$ cat config.mk
export PLATFORM = sky130hd
export DESIGN_NAME = chpp_index
export DESIGN_NICKNAME = d
export VERILOG_FILES = /design/src/rtl/chpp_pkg.sv /design/src/rtl/chpp_index.sv
export SDC_FILE = /design/constraint.sdc
export NUM_CORES = 1
export LEC_CHECK = 0
export BUFFER_PORTS_ARGS = -buffer_cell sky130_fd_sc_hd__clkbuf_2
export CORE_UTILIZATION = 35
export DETAILED_ROUTE_END_ITERATION = 10
export GPL_TIMING_DRIVEN = 0
export PLACE_DENSITY = 0.54
export SLEW_MARGIN = 20
export SYNTH_ARGS = -nofsm -noshare
export SYNTH_HDL_FRONTEND = slang
export SYNTH_SLANG_ARGS = --single-unit
$ cat constraint.sdc
create_clock -name vclk -period 14.85
set_input_delay 2.2275 -clock vclk [all_inputs]
set_output_delay 2.2275 -clock vclk [all_outputs]
set_load 0.005 [all_outputs]
$ cat src/rtl/chpp_pkg.sv
package chpp_pkg;

    // Percentile registers are Q1.16, one is 65536
    localparam int PCT_W     = 17;
    localparam int FRAC_BITS = 16;
    localparam logic [PCT_W-1:0] Q_ONE = 17'd65536;
    localparam logic [PCT_W-1:0] Q_ROUND_UP = 17'd65535;

    localparam int MINPTS_W = 9;
    localparam logic [MINPTS_W-1:0] MINPTS_RESET = 9'd1;

    localparam logic [PCT_W-1:0] GROUND_PCT_RESET = 17'd6554;
    localparam logic [PCT_W-1:0] LOWER_PCT_RESET  = 17'd3277;
    localparam logic [PCT_W-1:0] UPPER_PCT_RESET  = 17'd62259;

    // Configuration register indexes
    localparam int CFG_IDX_W = 2;
    localparam logic [CFG_IDX_W-1:0] REG_GROUND_PCT = 2'd0;
    localparam logic [CFG_IDX_W-1:0] REG_LOWER_PCT  = 2'd1;
    localparam logic [CFG_IDX_W-1:0] REG_UPPER_PCT  = 2'd2;
    localparam logic [CFG_IDX_W-1:0] REG_MIN_POINTS = 2'd3;

    // Control broadcast to every cell of the sorting chain
    typedef struct packed {
        logic ins;    // insert the broadcast height in order
        logic shift;  // move every entry one cell toward cell 0
    } cell_ctrl_t;

endpackage

$ cat src/rtl/chpp_index.sv
module chpp_index #(
    parameter int CNT_W = 9,
    parameter int IDX_W = 8
) (
    input  logic [chpp_pkg::PCT_W-1:0] pct,
    input  logic [CNT_W-1:0]           last,
    input  logic                       round_up,
    output logic [IDX_W-1:0]           idx
);

    localparam int PROD_W = chpp_pkg::PCT_W + CNT_W;
    localparam int SUM_W  = PROD_W + 1;

    logic [chpp_pkg::PCT_W-1:0] pct_c;
    logic [PROD_W-1:0]          prod;
    logic [SUM_W-1:0]           sum;
    logic [SUM_W-1:0]           quot;
    logic [SUM_W-1:0]           last_ext;

    always_comb
    begin
        pct_c    = (pct > chpp_pkg::Q_ONE) ? chpp_pkg::Q_ONE : pct;
        prod     = PROD_W'(pct_c) * PROD_W'(last);
        sum      = SUM_W'(prod)
                 + (round_up ? SUM_W'(chpp_pkg::Q_ROUND_UP) : SUM_W'(0));
        quot     = sum >> chpp_pkg::FRAC_BITS;
        last_ext = SUM_W'(last);
        if (quot > last_ext)
        begin
            quot = last_ext;
        end
        idx = quot[IDX_W-1:0];
    end

endmodule

Yosys cells after proc, flatten, opt, wreduce, memory -nomap -nowiden:

Cells that the tools add are included.

* bits in registers: 0
* input port bits: 27

* add/sub/neg operators: 1
* multiply operators: 1
* order comparisons: 2
* muxes and demuxes: 3

Operator list (count)
* $add 26x16->27: 1
* $mul 17x9->26: 1
* $gt 17x17->1 const B: 1
* $mux 17: 1
* $mux 16: 1
* $gt 11x9->1: 1
* $mux 8: 1

Depth between registers and ports, before layout:

* depth in word-level cells: 6
* gate-level depth with buffers: 32
* gate-level depth less buffers: 29

Worst setup path before layout:

Ideal clock, no wire load.

* path kind: in2out
* from: in pct[12] in the netlist's numbering
* to: out idx[1]
* arrival time: 10058 ps
* slack: 2565 ps
* cell stages on the path: 31
* buffers on the path: 3
* cells stage by stage: buf_2 > or4_4 > o41ai_4 > and2_0 > clkbuf_1 > clkbuf_1 > nand2_1 > fa_1 > inv_1 > fa_1 > inv_1 > fa_1 > inv_1 > fa_1 > inv_1 > fa_1 > inv_1 > ha_1 > a211oi_1 > nor2_1 > o221ai_1 > o2111ai_4 > a211oi_4 > o21bai_1 > xor2_1 > ha_1 > a211oi_1 > a31oi_1 > o21a_1 > a211oi_4 > mux2_4

* cells in the longest elaborated chain, start to end: 6

Ends and longest elaborated chain
* start: declaration: line chpp_index.sv:5 `input logic [chpp_pkg::PCT_W-1:0] pct,`
* $gt 17x17->1: line chpp_index.sv:22 `pct_c = (pct > chpp_pkg::Q_ONE) ? chpp_pkg::Q_ONE : pct;`
* $mux 17 *: line chpp_index.sv:22
* $mul 17x9->26 *: line chpp_index.sv:23 `prod = PROD_W'(pct_c) * PROD_W'(last);`
* $add 26x16->27 *: line chpp_index.sv:25 `+ (round_up ? SUM_W'(chpp_pkg::Q_ROUND_UP) : SUM_W'(0));`
* $gt 11x9->1: line chpp_index.sv:28 `if (quot > last_ext)`
* $mux 8 *: line chpp_index.sv:28
* end: declaration: line chpp_index.sv:8 `output logic [IDX_W-1:0] idx`

Mark *: on every way between the ends. The rest lies on a longest branch, timed or not.

Worst setup path after layout:

* from: in pct[9] in the netlist's numbering
* to: out idx[5]

Same word-level chain as after synthesis.

==> metrics <==
Metal-1 WL=6.44 mm; # clk buffers=0; GRT Residual Overflow=0; synth unique cells=45; share of cells above drive strength 1=around 6.5%; initial DRC count=220; Worst EP arrival=11.68 ns; slowest cell delay on critical path=slightly below 0.7 ns; Final period util=a little over nine tenths; Placement Rows=45; uppermost routed layer=met4; Max Fclk=~70 MHz; setup TNS=0 ns; Top Ports=35; Core ar.=0.0153 mm²; Max Slew Vio Count=0; via count=roughly 4,400; cell taking the most area after synthesis=fa_1; CP endpoint kind=output port; status=completed; PD cells=100 mW/mm²; Max-cap violations=0; Worst setup startpoint=pct[9]; startpoint types=input pin; cts-stage hold buffer count=0; Hold WS=4.78 ns; P_leak=3.35 nW; dpl hpwl=about 12 mm; Setup CP Type=in -> out; initial antenna violation count=0; Worst-Margin Slew=0.713 ns; register area share after synthesis=0%; Worst Path Max Fanout=10; IO buf count=21; die height=128 µm; mean routed wirelength per cell=about 17 µm; final setup fails=0; final wirelength=14.4 mm; GRT Util Overall=18.8%; Yosys top cell area share=42.5%; most used cell, CP=fa_1; first-pass GRT wire length=roughly 24 mm; synth warn=0; vias in the first global route=4,907; register area=0 µm²; VDD IR-drop max=approximately 66 µV; TritonRoute pass-1 iters=4; nets@finish=roughly 900; Met2 Routed Length=between 7 and 8 mm; # DRC=0; top-count cell post-synth=inv_1; Syn Area/Cell=8.73 µm²; final hold viol count=0; met3 WL=387 µm; HP Class=in -> out; post-synthesis cell count=636; Worst setup endpoint=idx[5]; Die X=roughly 130 µm; die area=approximately 0.016 mm²; Synthesized Nets=853; RSZ-0062 raised after global routing=no; DRT antenna net count=0; multi-input logic area=0.00487 mm²; Critical Path Slowest Stage Cell=o41ai_4; most frequent cells after synthesis=144 x inv_1, 118 x fa_1, 94 x nand2_1; CTS resizes=0; post-CTS setup buffer count=0; worst path required time=12.62 ns; n_diodes=0; number of sequential cells=0; pin count of the biggest net entering global routing=12; Synth area leaders=fa_1 43%, ha_1 16%, inv_1 9.7%; Fill cells=1,625; gpl congestion=a little over 0.8; Rel. slew slack=52.3%; Initial Utilization=36.3%; Tmin final=13.91 ns; Layout area overhead=6.65%; vias per cell=5.07; Synth Cell Area=approximately 0.0056 mm²
==> cell families (layout without fill, tap and decap cells) <==
family | after synthesis | count (layout) | synth area share [%]
AO/OA/AOI/OAI | 45 | 45 | 6.69
XOR/XNOR | 10 | 10 | 1.58
adder cells (fa/ha/maj) | 190 | 190 | 58.8
buffers and inverters | 179 | 200 | 12.3
multiplexers | 9 | 9 | 2.34
AND/OR/NAND/NOR | 203 | 203 | 18.3
==> per-layer routing <==
metal	vias to the layer above	GRT usage [%]
li1	2014	-
met1	2265	25.1
met4	0	3.81
met3	19	0.751
met2	101	34.0
met5	-	0
==> report_power, final <==
group / internal, mW / switching [mW] / total [mW]
sequential: 0 / 0 / 0
clock: 0 / 0 / 0
combinational: 0.267 / 0.328 / 0.594
total: 0.267 / 0.328 / 0.594
==> critical path, delay by kind of cell <==
family | cells | cell delay (ns)
compound gates | 10 | 3.23
fa+ha+maj | 7 | 3.11
buf+inv | 7 | 1.35
simple gates | 4 | 1.10
mux | 1 | 0.36
xor+xnor | 1 | 0.26
==> cell type report <==
cell class | instances | area share [%]
multi-input cells | 457 | 82.2
inverters | 144 | 9.13
well taps | 211 | 4.46
repair buffers | 21 | 1.77
plain buffers | 35 | 2.43
==> worst min path at each step <==
stage | from | end | slack, ns | depth (start not counted)
floorplan | last[0] | idx[0] | 4.55 | 2
global placement | last[6] | idx[6] | 4.79 | 3
detailed placement | last[7] | idx[7] | 4.78 | 3
CTS | last[7] | idx[7] | 4.78 | 3
global route | last[7] | idx[7] | 4.82 | 3
finish | last[7] | idx[7] | 4.78 | 3
==> metrics by stage <==
stage	total power, mW	cell area, µm²	cells	setup slack [ns]	util [%]
5_1_grt	0.684	5920	868	0.466	38.7
3_3_place_gp	0.589	5920	868	1.07	38.7
3_5_place_dp	0.600	5920	868	0.951	38.7
6_report	0.594	5920	868	0.938	38.7
2_1_floorplan	0.434	5550	636	2.56	-
4_1_cts	0.605	5920	868	0.917	38.7
==> placed cells by master (no fill, tap or decap), types with 5 or more instances in the layout <==
| cell type | n |
|---|---|
| clkbuf_1 | 28 |
| and3_1 | 63 |
| mux2_4 | 8 |
| nor2_1 | 10 |
| xor2_1 | 5 |
| and2_1 | 13 |
| a21oi_1 | 6 |
| ha_1 | 72 |
| inv_1 | 144 |
| nand2_1 | 94 |
| fa_1 | 118 |
| clkbuf_2 | 22 |
| xnor2_1 | 5 |
| o21ai_0 | 6 |
| o21a_1 | 6 |
(Power assumes the default switching activity.)
