**src/rtl/chpp_pkg.sv**
```systemverilog
package chpp_pkg;

    // Percentile registers are Q1.16, one is 65536
    localparam int PCT_W     = 17;
    localparam int FRAC_BITS = 16;
    localparam logic [PCT_W-1:0] Q_ONE = 17'd65536;
    localparam logic [PCT_W-1:0] Q_ROUND_UP = 17'd65535;

    localparam int MINPTS_W = 9;
    localparam logic [MINPTS_W-1:0] MINPTS_RESET = 9'd1;

    localparam logic [PCT_W-1:0] GROUND_PCT_RESET = 17'd6554;
    localparam logic [PCT_W-1:0] LOWER_PCT_RESET  = 17'd3277;
    localparam logic [PCT_W-1:0] UPPER_PCT_RESET  = 17'd62259;

    // Configuration register indexes
    localparam int CFG_IDX_W = 2;
    localparam logic [CFG_IDX_W-1:0] REG_GROUND_PCT = 2'd0;
    localparam logic [CFG_IDX_W-1:0] REG_LOWER_PCT  = 2'd1;
    localparam logic [CFG_IDX_W-1:0] REG_UPPER_PCT  = 2'd2;
    localparam logic [CFG_IDX_W-1:0] REG_MIN_POINTS = 2'd3;

    // Control broadcast to every cell of the sorting chain
    typedef struct packed {
        logic ins;    // insert the broadcast height in order
        logic shift;  // move every entry one cell toward cell 0
    } cell_ctrl_t;

endpackage

```
**src/rtl/chpp_cell.sv**
```systemverilog
module chpp_cell #(
    parameter int HEIGHT_BITS = 16
) (
    input  logic                          clk,
    input  chpp_pkg::cell_ctrl_t          ctrl,
    input  logic signed [HEIGHT_BITS-1:0] height,
    input  logic                          occupied,
    input  logic                          is_tail,
    input  logic signed [HEIGHT_BITS-1:0] left_value,
    input  logic                          left_greater,
    input  logic signed [HEIGHT_BITS-1:0] right_value,
    output logic signed [HEIGHT_BITS-1:0] value,
    output logic                          greater
);

    logic signed [HEIGHT_BITS-1:0] value_reg;
    logic signed [HEIGHT_BITS-1:0] value_next;

    // strictly greater keeps equal heights in arrival order
    assign greater = occupied && (value_reg > height);
    assign value   = value_reg;

    always_comb
    begin
        value_next = value_reg;
        if (ctrl.shift)
        begin
            value_next = right_value;
        end
        else if (ctrl.ins)
        begin
            if (left_greater)
            begin
                value_next = left_value;
            end
            else if (greater || is_tail)
            begin
                value_next = height;
            end
        end
    end

    always_ff @(posedge clk)
    begin
        value_reg <= value_next;
    end

endmodule

```
**config.mk**
```make
export PLATFORM = sky130hd
export DESIGN_NAME = chpp_cell
export DESIGN_NICKNAME = d
export VERILOG_FILES = /design/src/rtl/chpp_pkg.sv /design/src/rtl/chpp_cell.sv
export SDC_FILE = /design/constraint.sdc
export NUM_CORES = 1
export LEC_CHECK = 0
export BUFFER_PORTS_ARGS = -buffer_cell sky130_fd_sc_hd__buf_2
export CORE_ASPECT_RATIO = 1.1
export CORE_MARGIN = 1
export CORE_UTILIZATION = 32
export DETAILED_ROUTE_END_ITERATION = 8
export GPL_TIMING_DRIVEN = 1
export PLACE_DENSITY = 0.61
export SETUP_SLACK_MARGIN = 0.4
export SLEW_MARGIN = 10
export SYNTH_ARGS = -nofsm -noshare
export SYNTH_HDL_FRONTEND = slang
export SYNTH_SLANG_ARGS = --single-unit
export TNS_END_PERCENT = 1
```
**constraint.sdc**
```tcl
create_clock -name clk -period 6.5 [get_ports clk]
set_clock_uncertainty 0.05 [all_clocks]
set_input_delay 0.65 -clock clk [delete_from_list [all_inputs] [get_ports clk]]
set_output_delay 0.65 -clock clk [all_outputs]
set_load 0.005 [all_outputs]
```
# Word level (Yosys, flattened, before mapping)

Index checks and enable logic that the tools add are counted.

Bits in registers: 16
Input bits: 54
Output and inout bits: 17
Logic and storage cells: 11

$lt $le $gt $ge: 1
Mux-type cells: 4
Reductions and logical operators: 5

Operator list:

| operator                       | number |
|---|---|
| two-way mux 16 bit             | 4 |
| greater-than comparator 16 bit | 1 |
| nonzero test 3 bit             | 1 |
| AND reduction 2 bit            | 1 |
| nonzero test 2 bit             | 1 |
| logical AND 1 bit              | 1 |
| logical OR 1 bit               | 1 |

# Logic depth before layout (Yosys ltp)

Word-level depth: 7
Depth in mapped cells: 7
Mapped depth without buffers: 7

# Least setup slack after synthesis

Ideal clock, no wire load.

Path kind: in2reg
Start point: input port height[15]
End point: register value_reg[0] (netlist: value[0]) (enable)
Setup time: 0.401 ns
Arrival time: 2.927 ns
Data required time: 6.049 ns
Slack: 3.122 ns
Stages: 7
Path buffers: 0
Cell sequence: inv_1 -> ha_1 -> nand4_2 -> or4_4 -> a21oi_2 -> nor4_1 -> o41ai_2

Word-level cells in the longest chain between the ends: 5

Ends and longest elaborated chain:

| element                        | RTL line        | RTL |
|---|---|---|
| start: declaration             | chpp_cell.sv:6  | `input logic signed [HEIGHT_BITS-1:0] height,` |
| greater-than comparator 16 bit | chpp_cell.sv:20 | `assign greater = occupied && (value_reg > height);` |
| logical AND 1 bit              | chpp_cell.sv:20 |  |
| logical OR 1 bit               | chpp_cell.sv:36 | `else if (greater \|\| is_tail)` |
| nonzero test 3 bit (no line)   | n/a             |  |
| AND reduction 2 bit (no line)  | n/a             |  |
| end signal: assignment         | chpp_cell.sv:45 | `value_reg <= value_next;` |
| end: declaration               | chpp_cell.sv:16 | `logic signed [HEIGHT_BITS-1:0] value_reg;` |

No other way between the ends.
A chain may end at the register's enable or synchronous reset.

# Worst setup path in the final report

Start point: input port height[15]
End point: register value_reg[3] (netlist: value[3]) (enable)

The elaborated chain is that of the path after synthesis.

==> results summary <==
The number of pins exceeding their max-slew limit in the final report is 0. The required time at the worst-slack endpoint came out at 6.31 ns. The post-cts resize count is 0. The maximum fanout count along the critical path is 16. The number of flops mapped to enable cells by yosys came out at 16. The final setup violation count is 0. The first-pass detailed-route iteration total came out at 3.

The pre-CTS setup slack is 3.01 ns. The total CTS buffers is 3. Post-CTS timing repair inserted 0 buffers for setup.

The initial core utilization came out at 0.339. In this design, the stage delay of the slowest critical-path cell is 0.96 ns. Setup repair after global routing left no endpoint under its margin. The area of all placed cells without fillers is 0.00171 sq mm. The actual slew at the worst max-slew pin is 1.06 ns. The switching part of the total is 0.278. The number of warnings issued by yosys came out at 0. The internal power came out at 0.000214 W. In this run the mean area of a mapped cell was 9.54 sq um. The startpoint-to-endpoint class of the critical path is primary input to flip-flop. Of the synthesized area, sequential elements account for 0.382. The number of antenna violations at the first check in global routing is 0.

The maximum achievable frequency came out at ~0.32 GHz. The final period demand of the worst path came out at 3.17 ns. The instance count of the mapped netlist came out at 132.

The number of max-capacitance violations reported is 0. After detailed routing, the number of remaining DRC violations is 0. The total die area came out at 0.00419 sq mm. The final estimated routing congestion in global placement is 0.728. The largest buffer count on any clock path came out at 2. The analysis attributes to cell leakage a power of 0.901 nW. The maximum number of pins on one net before global-route repair is 34.

The worst min-delay path class is primary input to flip-flop. The number of core rows came out at 23. Of the total power, combinational logic draws 0.299.

The area growth from synthesis to layout came out at 35.7%. The region available for standard cell placement spans 0.00371 sq mm. The post-layout net count is between 200 and 300. The signal arrival time at the worst endpoint is 2.98 ns. Synthesis inferred 16 register bits.

The type of element launching the critical path is a primary input. The number of buffers inserted by port buffering is 70. The number of hold buffers added after CTS was 0.

TritonCTS built the clock tree. The die is about 68 um tall. The wire-length estimate of the detail-placed layout is 2250 um. The post-synthesis instance area is between 0.001 and 0.0015 sq mm.

The number of failing hold endpoints at the final stage came to 0. The register with the most flip-flops in the layout has 16 of them. The share of async-settable or async-resettable flops after synthesis is 0. The standard cell area after detailed placement came out at 0.00166 sq mm. The repair_antennas step left the layout with diodes totalling 0.

Across the VDD grid, the largest voltage drop is 0.0000831 V. The clock power share is 0.248. The number of global-route vias before repair is 978.

The critical path contains buffers and inverters numbering 2 combined. The switching power of the nets came out at between 0.00008 and 0.00009 W. Across all register-to-register paths, the minimum setup slack is 3.42 ns. For the final routed database, the setup TNS stands at 0 ns. The average via count per standard cell is 4.61. The H-tree level count came out at 1. The sequential power share came out at 0.453. The critical path goes through buf_2 -> inv_1 -> ha_1 -> nand4_2 -> or4_4 -> a21oi_2 -> nor4_1 -> o41ai_4. The placed cell count came out at 247. The number of nets produced by synthesis is 202.

The top cell family by delay on the critical path is compound AO/OA/AOI/OAI gates. The run finished with clean final reports. The clock network latency to the later pin of the worst-skew pair is 0.24 ns. The total number of vias is 1158.

The smallest setup slack after layout came out at 3.33 ns. The worst setup path is captured at a flip-flop. The overall fraction of global-route tracks in use came out at 0.136. For this design, the sink count on the clock tree is 16. The portion of the clock cycle consumed by the worst path in the final layout is 0.488. The finished layout holds 251 standard cells, fillers aside. The total length of routed wires came out at 2840 um.

The clock root buffer is sky130_fd_sc_hd__clkbuf_8. The iteration-0 DRC count of the detailed router is 22. The headroom to the max-slew limit came out at 0.293. Dividing the detail-routed wire length by the instance count gives 11.3 um. After global routing the overflow that remains totals 0.

The clock slew at the register clock pins of the worst setup and hold paths is 0.06 ns. The power density normalized to cell area is 173 mW/mm^2. The number of top-level pins is 71.

Among all flip-flop cells after synthesis, the most frequent one is sky130_fd_sc_hd__edfxtp_1. The count of antenna-violating nets left after detailed routing came out at 0. The first-pass GRT wire length is 4080 um. The fraction of final layout cells with drive strength greater than 1 came out at 0.388. The slowest stage of the critical path is the sky130_fd_sc_hd__o41ai_4 cell. The distinct cell type count of the synthesized netlist is 25. The die boundary width is 61.8 um.
cell families after synthesis:
logic type                 after synthesis  share of synthesized area
DFF                                     16                      0.382
muxes                                   16                      0.127
AOI/OAI and AO/OA                       31                      0.151
adders and majority gates               16                      0.159
buffers and inverters                   23                     0.0696
and+or+nand+nor                         30                      0.111
power by group through the flow:
stage | registers, W | clock network [W] | logic [W]
after floorplan | 0.000138 | 0 | 0.0000473
after global placement | 0.000136 | 0 | 0.0000896
after detailed placement | 0.000136 | 0 | 0.0000896
after CTS | 0.000134 | 0.0000769 | 0.0000901
after global routing | 0.000135 | 0.0000823 | 0.000102
final | 0.000134 | 0.0000733 | 0.0000883
area by class of cell:
cell class	count	area, sq um
Clock buffer	3	41.3
Clock inverter	1	3.75
Fill cell	371	2000
Inverter	18	67.6
Multi-Input combinational cell	93	702
Sequential cell	16	480
Tap cell	50	62.6
Timing Repair Buffer	70	350
worst register-to-register path, stage by stage (launching register included):
cell and delay, ns:
sky130_fd_sc_hd__edfxtp_1 0.40, sky130_fd_sc_hd__ha_1 0.33, sky130_fd_sc_hd__nand4_2 0.14, sky130_fd_sc_hd__or4_4 0.56, sky130_fd_sc_hd__a21oi_2 0.15, sky130_fd_sc_hd__nor4_1 0.10
sky130_fd_sc_hd__o41ai_4 0.96
cell usage after synthesis, drive strengths merged (3+ instances only):
master  instances  area (sq um)
nand2          19          71.3
inv            18          67.6
o21ai          18          90.1
edfxtp         16           480
ha             16           200
mux2i          16           160
a21oi           6          33.8
clkbuf          4          15.0
nor2            4          15.0
nand4           3          25.0
metal layers:
metal  up-vias  routed length, um  global-route usage
met3         2                173              0.0268
li1        610                  -                   -
met5         -                  0                   0
met1       507               1310               0.166
met4         0                 25              0.0500
met2        39               1330               0.233
worst paths after layout:
kind              endpoint      startpoint  cells past startpoint
hold reg to reg   value[0]       value[15]                      3
hold / removal    value[1]  right_value[1]                      3
setup reg to reg  value[3]       value[15]                      6
setup / recovery  value[3]      height[15]                      8
placed cells by master, fill, tap and decap left out, types with 2 or more instances in the layout:
cell type                  synthesis  layout
sky130_fd_sc_hd__inv_1            18      18
sky130_fd_sc_hd__nor2_1            4       4
sky130_fd_sc_hd__clkbuf_8          0       3
sky130_fd_sc_hd__ha_1             16      16
sky130_fd_sc_hd__nand4_1           2       2
sky130_fd_sc_hd__edfxtp_1         16      16
sky130_fd_sc_hd__o21ai_0          17      17
sky130_fd_sc_hd__buf_2             1      70
sky130_fd_sc_hd__mux2i_1          16      16
sky130_fd_sc_hd__nand2_1          19      19
sky130_fd_sc_hd__a21oi_1           5       5
stage by stage:
stage | hold slack [ns] | total power (W) | util
finish | 0.634 | 0.000296 | 0.460
global route | 0.639 | 0.000319 | 0.460
CTS | 0.633 | 0.000301 | 0.460
detailed placement | 0.887 | 0.000226 | 0.448
global placement | 0.886 | 0.000226 | 0.448
floorplan | 0.787 | 0.000185 | -
Note: power is estimated with default switching activity, not from simulation.
